--- config.mk ---
export PLATFORM = sky130hd
export DESIGN_NAME = ibm_float_to_ieee_single
export DESIGN_NICKNAME = d
export VERILOG_FILES = /design/src/hw/rtl/ifc_pkg.sv /design/src/hw/rtl/ifc_norm.sv /design/src/hw/rtl/ibm_float_to_ieee_single.sv
export SDC_FILE = /design/constraint.sdc
export NUM_CORES = 1
export LEC_CHECK = 0
export BUFFER_PORTS_ARGS = -buffer_cell sky130_fd_sc_hd__buf_2
export CAP_MARGIN = 20
export CORE_UTILIZATION = 30
export DETAILED_ROUTE_END_ITERATION = 8
export PLACE_DENSITY_LB_ADDON = 0.12
export RECOVER_POWER = 100
export SLEW_MARGIN = 20
export SYNTH_ARGS = -nofsm -noshare
export SYNTH_HDL_FRONTEND = slang
export SYNTH_SLANG_ARGS = --single-unit
--- constraint.sdc ---
create_clock -name i_clk -period 9.05 [get_ports i_clk]
set_input_delay 0.4525 -clock i_clk [delete_from_list [all_inputs] [get_ports i_clk]]
set_output_delay 0.4525 -clock i_clk [all_outputs]
set_load 0.02 [all_outputs]
--- src/hw/rtl/ifc_pkg.sv ---
package ifc_pkg;

    localparam int unsigned WORD_W = 32;
    localparam int unsigned FRAC_W = 24;
    localparam int unsigned MANT_W = 23;
    localparam int unsigned SHIFT_W = 5;
    localparam int unsigned IBM_EXP_W = 7;
    localparam int unsigned EXP_W = 10;

    // 4*E7 - 256 + 127 = 4*E7 - EXP_OFS: IBM base-16 exponent to IEEE biased exponent
    localparam logic signed [EXP_W-1:0] EXP_OFS = 10'sd129;
    localparam logic signed [EXP_W-1:0] EXP_SAT = 10'sd255;
    localparam logic [WORD_W-2:0] IEEE_MAX_MAG = 31'h7f7fffff;

    typedef struct packed {
        logic [MANT_W-1:0]  mant;
        logic [SHIFT_W-1:0] shift;
    } t_norm;

    function automatic logic [WORD_W-1:0] swap_bytes(input logic [WORD_W-1:0] v);
        return {v[7:0], v[15:8], v[23:16], v[31:24]};
    endfunction

endpackage

--- src/hw/rtl/ifc_norm.sv ---
module ifc_norm (
    input  logic [ifc_pkg::FRAC_W-1:0] i_frac,
    output ifc_pkg::t_norm              o_norm
);

    logic [ifc_pkg::FRAC_W-1:0] m0;
    logic [ifc_pkg::FRAC_W-1:0] m1;
    logic [ifc_pkg::FRAC_W-1:0] m2;
    logic [ifc_pkg::FRAC_W-1:0] m3;
    logic [ifc_pkg::FRAC_W-1:0] m4;
    logic [ifc_pkg::FRAC_W-1:0] m5;
    logic [4:0]                 zc;

    // drop the lowest fraction bit, then a five-step leading-zero shift
    assign m0    = {1'b0, i_frac[ifc_pkg::FRAC_W-1:1]};
    assign zc[4] = (m0[23:8] == 16'd0);
    assign m1    = zc[4] ? {m0[7:0], 16'd0} : m0;
    assign zc[3] = (m1[23:16] == 8'd0);
    assign m2    = zc[3] ? {m1[15:0], 8'd0} : m1;
    assign zc[2] = (m2[23:20] == 4'd0);
    assign m3    = zc[2] ? {m2[19:0], 4'd0} : m2;
    assign zc[1] = (m3[23:22] == 2'd0);
    assign m4    = zc[1] ? {m3[21:0], 2'd0} : m3;
    assign zc[0] = !m4[23];
    assign m5    = zc[0] ? {m4[22:0], 1'b0} : m4;

    always_comb begin
        if (m0 == '0) begin
            // nothing left to normalize: exponent stays put
            o_norm.mant  = '0;
            o_norm.shift = '0;
        end else begin
            o_norm.mant  = m5[ifc_pkg::MANT_W-1:0];
            o_norm.shift = zc;
        end
    end

endmodule

--- src/hw/rtl/ibm_float_to_ieee_single.sv ---
// IBM hexadecimal float to IEEE single converter. Each beat on i_raw_word is one
// sample word in file byte order; the result on o_ieee_bits is the byte-swapped
// word, converted from IBM float when the mode register is 1 (its reset value).
// The block takes one beat per clock while o_stall is low; each accepted beat passes
// through its register stages in order: one captures and byte-swaps, one holds the
// leading-zero normalized fraction, one holds the rebased, clamped result.
// Stalls stop only the stages that are full, so bubbles close up.
// i_cfg_data sets the mode; write it only when the pipe is empty.
module ibm_float_to_ieee_single (
    input  logic        i_clk,
    input  logic        i_rst_n,
    input  logic        i_cfg_valid,
    output logic        o_cfg_ready,
    input  logic        i_cfg_data,
    input  logic        i_valid,
    output logic        o_stall,
    input  logic [31:0] i_raw_word,
    output logic        o_valid,
    input  logic        i_stall,
    output logic [31:0] o_ieee_bits
);

    logic                                   r_ibm_mode;
    logic                                   r_v1, r_v2, r_v3;
    logic                                   adv1, adv2, adv3;
    logic [ifc_pkg::WORD_W-1:0]             r_w1, r_w2;
    logic                                   r_m1, r_m2;
    ifc_pkg::t_norm                         norm;
    ifc_pkg::t_norm                         r_norm2;
    logic                                   r_zero2;
    logic [ifc_pkg::WORD_W-1:0]             r_out3;
    logic [ifc_pkg::WORD_W-1:0]             n_out3;
    logic signed [ifc_pkg::EXP_W-1:0]       x;

    assign o_cfg_ready = 1'b1;

    assign adv3    = !r_v3 || !i_stall;
    assign adv2    = !r_v2 || adv3;
    assign adv1    = !r_v1 || adv2;
    assign o_stall = !adv1;

    always_ff @(posedge i_clk) begin
        if (!i_rst_n) begin
            r_ibm_mode <= 1'b1;
        end else if (i_cfg_valid && o_cfg_ready) begin
            r_ibm_mode <= i_cfg_data;
        end
    end

    always_ff @(posedge i_clk) begin
        if (!i_rst_n) begin
            r_v1 <= 1'b0;
            r_v2 <= 1'b0;
            r_v3 <= 1'b0;
        end else begin
            if (adv1) r_v1 <= i_valid;
            if (adv2) r_v2 <= r_v1;
            if (adv3) r_v3 <= r_v2;
        end
    end

    always_ff @(posedge i_clk) begin
        if (adv1) begin
            r_w1 <= ifc_pkg::swap_bytes(i_raw_word);
            r_m1 <= r_ibm_mode;
        end
        if (adv2) begin
            r_w2    <= r_w1;
            r_m2    <= r_m1;
            r_norm2 <= norm;
            r_zero2 <= (r_w1[ifc_pkg::FRAC_W-1:0] == '0);
        end
        if (adv3) begin
            r_out3 <= n_out3;
        end
    end

    ifc_norm u_norm (
        .i_frac (r_w1[ifc_pkg::FRAC_W-1:0]),
        .o_norm (norm)
    );

    assign x = $signed({1'b0, r_w2[30:24], 2'b00}) - ifc_pkg::EXP_OFS
             - $signed({5'd0, r_norm2.shift});

    always_comb begin
        if (!r_m2) begin
            n_out3 = r_w2;
        end else if (r_zero2) begin
            n_out3 = {r_w2[31], 31'd0};
        end else if (x >= ifc_pkg::EXP_SAT) begin
            n_out3 = {r_w2[31], ifc_pkg::IEEE_MAX_MAG};
        end else if (x <= 10'sd0) begin
            // no denormal rescaling: keep sign and mantissa only
            n_out3 = {r_w2[31], 8'd0, r_norm2.mant};
        end else begin
            n_out3 = {r_w2[31], x[7:0], r_norm2.mant};
        end
    end

    assign o_valid     = r_v3;
    assign o_ieee_bits = r_out3;

endmodule

==> results of run 1 <==
## layer usage
| metal | up-vias | share of wire (%) | GRT usage [%] |
|---|---|---|---|
| met3 | 18 | 4.1 | 3.70 |
| met4 | 0 | 1.0 | 4.89 |
| li1 | 2047 | - | - |
| met2 | 122 | 47 | 24.8 |
| met1 | 2127 | 48 | 21.7 |
| met5 | - | 0 | 0 |
## cell type report
type	count	area (µm²)
fillers	1995	13000
flip-flops and latches	131	3890
multi-input cells	325	2080
clock buffers	21	440
repair buffers	77	342
well taps	270	338
clock inverters	11	87.6
inverters	16	60.1
## power groups by stage
stage               sequential (µW)  clock, µW  combinational, µW
floorplan                       803          0                110
CTS                             770        642                208
global placement                783          0                206
global route                    776        668                215
finish                          770        623                194
detailed placement              782          0                207
## sequential cells by signal, summed over array words and instances, names as in the netlist
| register | cells |
|---|---|
| r_norm2 | 28 |
| o_ieee_bits | 32 |
| r_ibm_mode | 1 |
| o_valid | 1 |
| r_v2 | 1 |
| r_w1 | 32 |
| r_m2 | 1 |
| r_v1 | 1 |
| r_w2 | 32 |
| r_m1 | 1 |
| r_zero2 | 1 |
## cell families after synthesis
family          Yosys count  share of synthesized area [%]
compound gates          139                           15.6
xor+xnor                  3                          0.424
fa+ha+maj                 9                           1.94
buf+inv                  41                           3.23
flops                   131                           62.8
mux                      24                           4.34
other cells               2                          0.121
simple gates            148                           11.6
## critical path, cell delays in order (launching register included)
cell	delay, ns
edfxtp_1	0.48
or4_1	0.80
nor4_1	1.20
a221o_1	0.32
a211o_1	0.15
o21a_1	0.80
inv_1	0.28
a22o_1	0.25
## cell usage after synthesis (5+ instances only)
library cell  number  share of area [%]
a21oi_1           43                3.5
a221o_1            6               0.97
a22oi_1            5               0.61
a31oi_1            9               0.91
clkbuf_1          14               0.85
edfxtp_1         127                 61
ha_1               8                1.6
inv_1             14               0.85
mux2_4             5                1.2
mux2i_1           16                2.6
nand2_1           55                3.3
nand3_1            6               0.48
nor2_1            48                2.9
nor3_1             6               0.48
o21ai_0           18                1.5
## path summary, 6_finish.rpt
kind                           start                        end
setup / recovery  r_w1[18]$_DFFE_PN_   r_norm2[7]$_SDFFCE_PN0P_
hold / removal         i_raw_word[8]         r_w1[16]$_DFFE_PN_
setup reg to reg  r_w1[18]$_DFFE_PN_   r_norm2[7]$_SDFFCE_PN0P_
hold reg to reg   r_w2[31]$_DFFE_PP_  o_ieee_bits[31]$_DFFE_PP_
## stage by stage
stage | utilization (%) | instance area (µm²) | power (µW) | cells | worst slack (ns)
after global routing | 35.8 | 7240 | 1660 | 851 | 4.20
after floorplan | - | 6200 | 913 | 497 | 6.05
after global placement | 33.6 | 6810 | 989 | 819 | 5.28
after CTS | 36.3 | 7340 | 1620 | 851 | 5.28
after detailed placement | 33.6 | 6810 | 989 | 819 | 5.29
final | 35.8 | 7240 | 1590 | 851 | 4.50
==> impl_metrics.tcl, run 1 <==
set metrics [dict create \
    final_antenna_net_count 0 \
    clock_power_share_pct 39.2 \
    grt_remaining_overflow 0 \
    gp_congestion 0.831 \
    cts_sinks 131 \
    cts_buffer_depth 2 \
    first_global_vias 4305 \
    die_area_um2 21300 \
    p_int_uw 1180 \
    fin_skew_ns 0.00638 \
    cts_resized 0 \
    place_hpwl_um 11000 \
    leakage_uw 0.00268 \
    diodes 0 \
    violations "capacitance limit, slew limit" \
    cts_buffers 17 \
    final.period_utilization_pct 50.2 \
    p_switching_uw 412 \
    holdBufCountCts 0 \
    die-width_um 146 \
    syn_area_um2 6200 \
    ys_ff_latch 131 \
    arrival_ns 4.71 \
    yosysSeqAreaShare_pct 62.8 \
    grt_pass1_wl_um 25400 \
    netlist_instances 497 \
    powerDensity_nw_per_um2 219 \
    synth_cell_types 72 \
    finalSetupViolations 0 \
    drive_gt1_share_pct 14.5 \
    syn_area_per_cell_um2 12.5 \
    drtIter0Drc 230 \
    clock_latency_ns 0.41 \
    synth_edf_count 127 \
    clkTransAtPathRegs_ns 0.06 \
    viasPerCell 5.07 \
    critPathRequiredTime_ns 9.22 \
    synth_fp_nets 544 \
    finalNetCount 615 \
    yosys_warnings 0 \
    pwr-share-comb_pct 12.2 \
    die_height_um 146 \
    hold_class "in2reg" \
    cp-start-kind "flop" \
    period_needed_ns 4.55 \
    pwr-share-seq_pct 48.5 \
    routed_wl_um 16400 \
    hold_viol 0 \
    peakVddDrop_mv 0.120 \
    synth_async_sr_flop_share_pct 0 \
    start_util_pct 30.7 \
    cts_tree "built" \
    r2r_slack_ns 4.50 \
    antenna_found_initial 0 \
    final_cell_mix "edfxtp_1, nand2_1, nor2_1" \
    rsz0062_at_grt "false" \
    setup_tns_ns 0 \
    end_kind "flop" \
    tightestPinTransition_ns 3.59 \
    crit_fanout 25 \
    status "finished, violations left" \
    path_class "reg2reg" \
    r2r_cells 7 \
    port_buffers 71 \
    swShare_pct 25.9 \
    grt_max_degree 63 \
    ys.flop_type "edfxtp_1" \
    syn_to_final_growth_pct 16.7 \
    core_um2 20200 \
    holdPathStages 1 \
    drc 0 \
    cts-root-buf "clkbuf_16" \
    post_cts_buffers 0 \
    rows 52 \
    max_slew_margin_pct -140 \
    wl_per_cell_um 19.3 \
    pin_count 73 \
    drv_slew 130 \
    final_common_cell "edfxtp_1" \
    max_freq_mhz 220 \
    vias 4314 \
    max_cap_violations 3 \
    track_usage_pct 15.9 \
    first_pass_iters 5 \
    fin_hold_ws_ns 0.213 \
    h-tree-depth 4 \
]
Power figures use the tool's default switching activity.
==> run 2: changes to the inputs <==
Clock period 9.05 ns to 3.95 ns, I/O delays scaled along.
==> run 2 against run 1 <==
Effect of this change: the flow still finishes with violations (capacitance limit, slew limit); hold slack worse by 0.14 ns; critical path type unchanged; setup slack worse by 4.1 ns; final cell count up 5.5%; non-clock buffer count up 47; sequential share of layout area down 3.1 points.
==> impl_metrics.tcl, run 2 (synthesis results as in run 1) <==
set metrics [dict create \
    status "finished, violations left" \
    violations "capacitance limit, slew limit" \
    h-tree-depth 4 \
    drc 0 \
    critPathRequiredTime_ns 4.11 \
    grt_max_degree 35 \
    clkTransAtPathRegs_ns 0.06 \
    setup_tns_ns 0 \
    final_cell_mix "edfxtp_1, nand2_1, nor2_1" \
    fin_skew_ns 0.00881 \
    port_buffers 71 \
    cp-start-kind "flop" \
    drive_gt1_share_pct 15.4 \
    final_antenna_net_count 0 \
    max_cap_violations 3 \
    fillCellCount 1976 \
    routed_wl_um 16200 \
    wl_per_cell_um 18.0 \
    placed_area_um2 6890 \
    start_util_pct 30.7 \
    r2r-start "r_w1[23]$_DFFE_PN_" \
    track_usage_pct 15.9 \
    grt_remaining_overflow 0 \
    die_area_um2 21300 \
    powerDensity_nw_per_um2 480 \
    viasPerCell 4.98 \
    clock_latency_ns 0.42 \
    final_common_cell "edfxtp_1" \
    cts-root-buf "clkbuf_16" \
    die-width_um 146 \
    die_height_um 146 \
    grt_pass1_wl_um 25700 \
    period_needed_ns 3.51 \
    cpPeakStageDelay_ns 0.66 \
    fin_area_um2 7690 \
    crit_end "r_norm2[8]$_SDFFCE_PN0P_" \
    leakage_uw 0.00288 \
    pin_count 73 \
    crit_start "r_w1[23]$_DFFE_PN_" \
    crit_chain "or3_1 -> nor4_4 -> a221o_1 -> a211o_1 -> o21a_1 -> clkbuf_2 -> mux2_1" \
    hold_class "in2reg" \
    hold_viol 0 \
    r2r_slack_ns 0.44 \
    max_slew_margin_pct -37.6 \
    cts_sinks 131 \
    first_global_vias 4559 \
    vias 4474 \
    crit_fanout 25 \
    rows 52 \
    r2r_cells 7 \
    first_pass_iters 5 \
    diodes 0 \
    arrival_ns 3.67 \
    drtIter0Drc 281 \
    syn_to_final_growth_pct 23.9 \
    tightestPinTransition_ns 2.06 \
    core_um2 20200 \
    antenna_found_initial 0 \
    cts_buffer_depth 2 \
    rsz0062_at_grt "false" \
    drv_slew 99 \
    finalSetupViolations 0 \
    path_class "reg2reg" \
    max_freq_mhz 285 \
    timing.rr.end "r_norm2[8]$_SDFFCE_PN0P_" \
    peakVddDrop_mv 0.294 \
    end_kind "flop" \
    cts_buffers 17 \
    place_hpwl_um 11000 \
    cts_resized 0 \
    finalNetCount 662 \
    cts_tree "built" \
    final.period_utilization_pct 88.8 \
    gp_congestion 0.875 \
    hp-start "i_stall" \
    crit_slowest_cell "nor4_4" \
]
run 2: routing by layer:
layer	GRT usage [%]	part of all wire, %	vias up
met5	0	0	-
met4	6.58	2.2	0
met2	24.5	45	163
met3	4.01	5.5	29
li1	-	-	2141
met1	21.3	47	2141
run 2: worst min path at each step:
stage,endpoint,cells past startpoint
after floorplan,r_ibm_mode$_SDFFE_PN1P_,1
after global placement,r_w1[11]$_DFFE_PN_,1
after detailed placement,r_w1[19]$_DFFE_PN_,1
after CTS,o_valid$_SDFFE_PN0P_,3
after global routing,o_valid$_SDFFE_PN0P_,3
final,o_valid$_SDFFE_PN0P_,3
run 2: metrics by stage:
step / total power (µW) / instances / utilization, % / setup slack [ns] / hold slack, ns
after floorplan: 2090 / 497 / - / 0.952 / 0.259
after global placement: 2270 / 831 / 34.1 / 0.533 / 0.374
after detailed placement: 2270 / 831 / 34.1 / 0.505 / 0.376
after CTS: 3760 / 898 / 38.5 / 0.496 / 0.0629
after global routing: 3850 / 898 / 38.0 / 0.208 / 0.0914
final: 3690 / 898 / 38.0 / 0.444 / 0.0755
run 2: what timing repair did:
| action | CTS | global route |
|---|---|---|
| hold buffers | 35 | 0 |
| buffers inserted | 0 | 0 |
| hold endpoints to repair | 34 | 0 |
run 2: where the power goes:
group          internal [µW]  switching [µW]  total [µW]  leakage [µW]
Clock                    854             595        1450      0.000255
Combinational            178             307         486       0.00126
Sequential              1680            72.0        1760       0.00137
Total                   2720             974        3690       0.00288
run 2: area by class of cell:
type                       instances  area (µm²)  area share, %
inverter                          16        60.1          0.781
clock inverter                    15         116           1.51
multi-input combinational        325        2090           27.2
timing repair buffer             124         762           9.91
sequential                       131        3890           50.7
clock buffer                      17         425           5.53
tap                              270         338           4.40
run 2: worst max-delay path: cells and delay by family, from the launching register on:
family,cells,cell delay [ns]
AND/OR/NAND/NOR,2,1.28
flip-flops,1,0.55
buffers and inverters,1,0.46
AO/OA/AOI/OAI,3,0.55
multiplexers,1,0.39
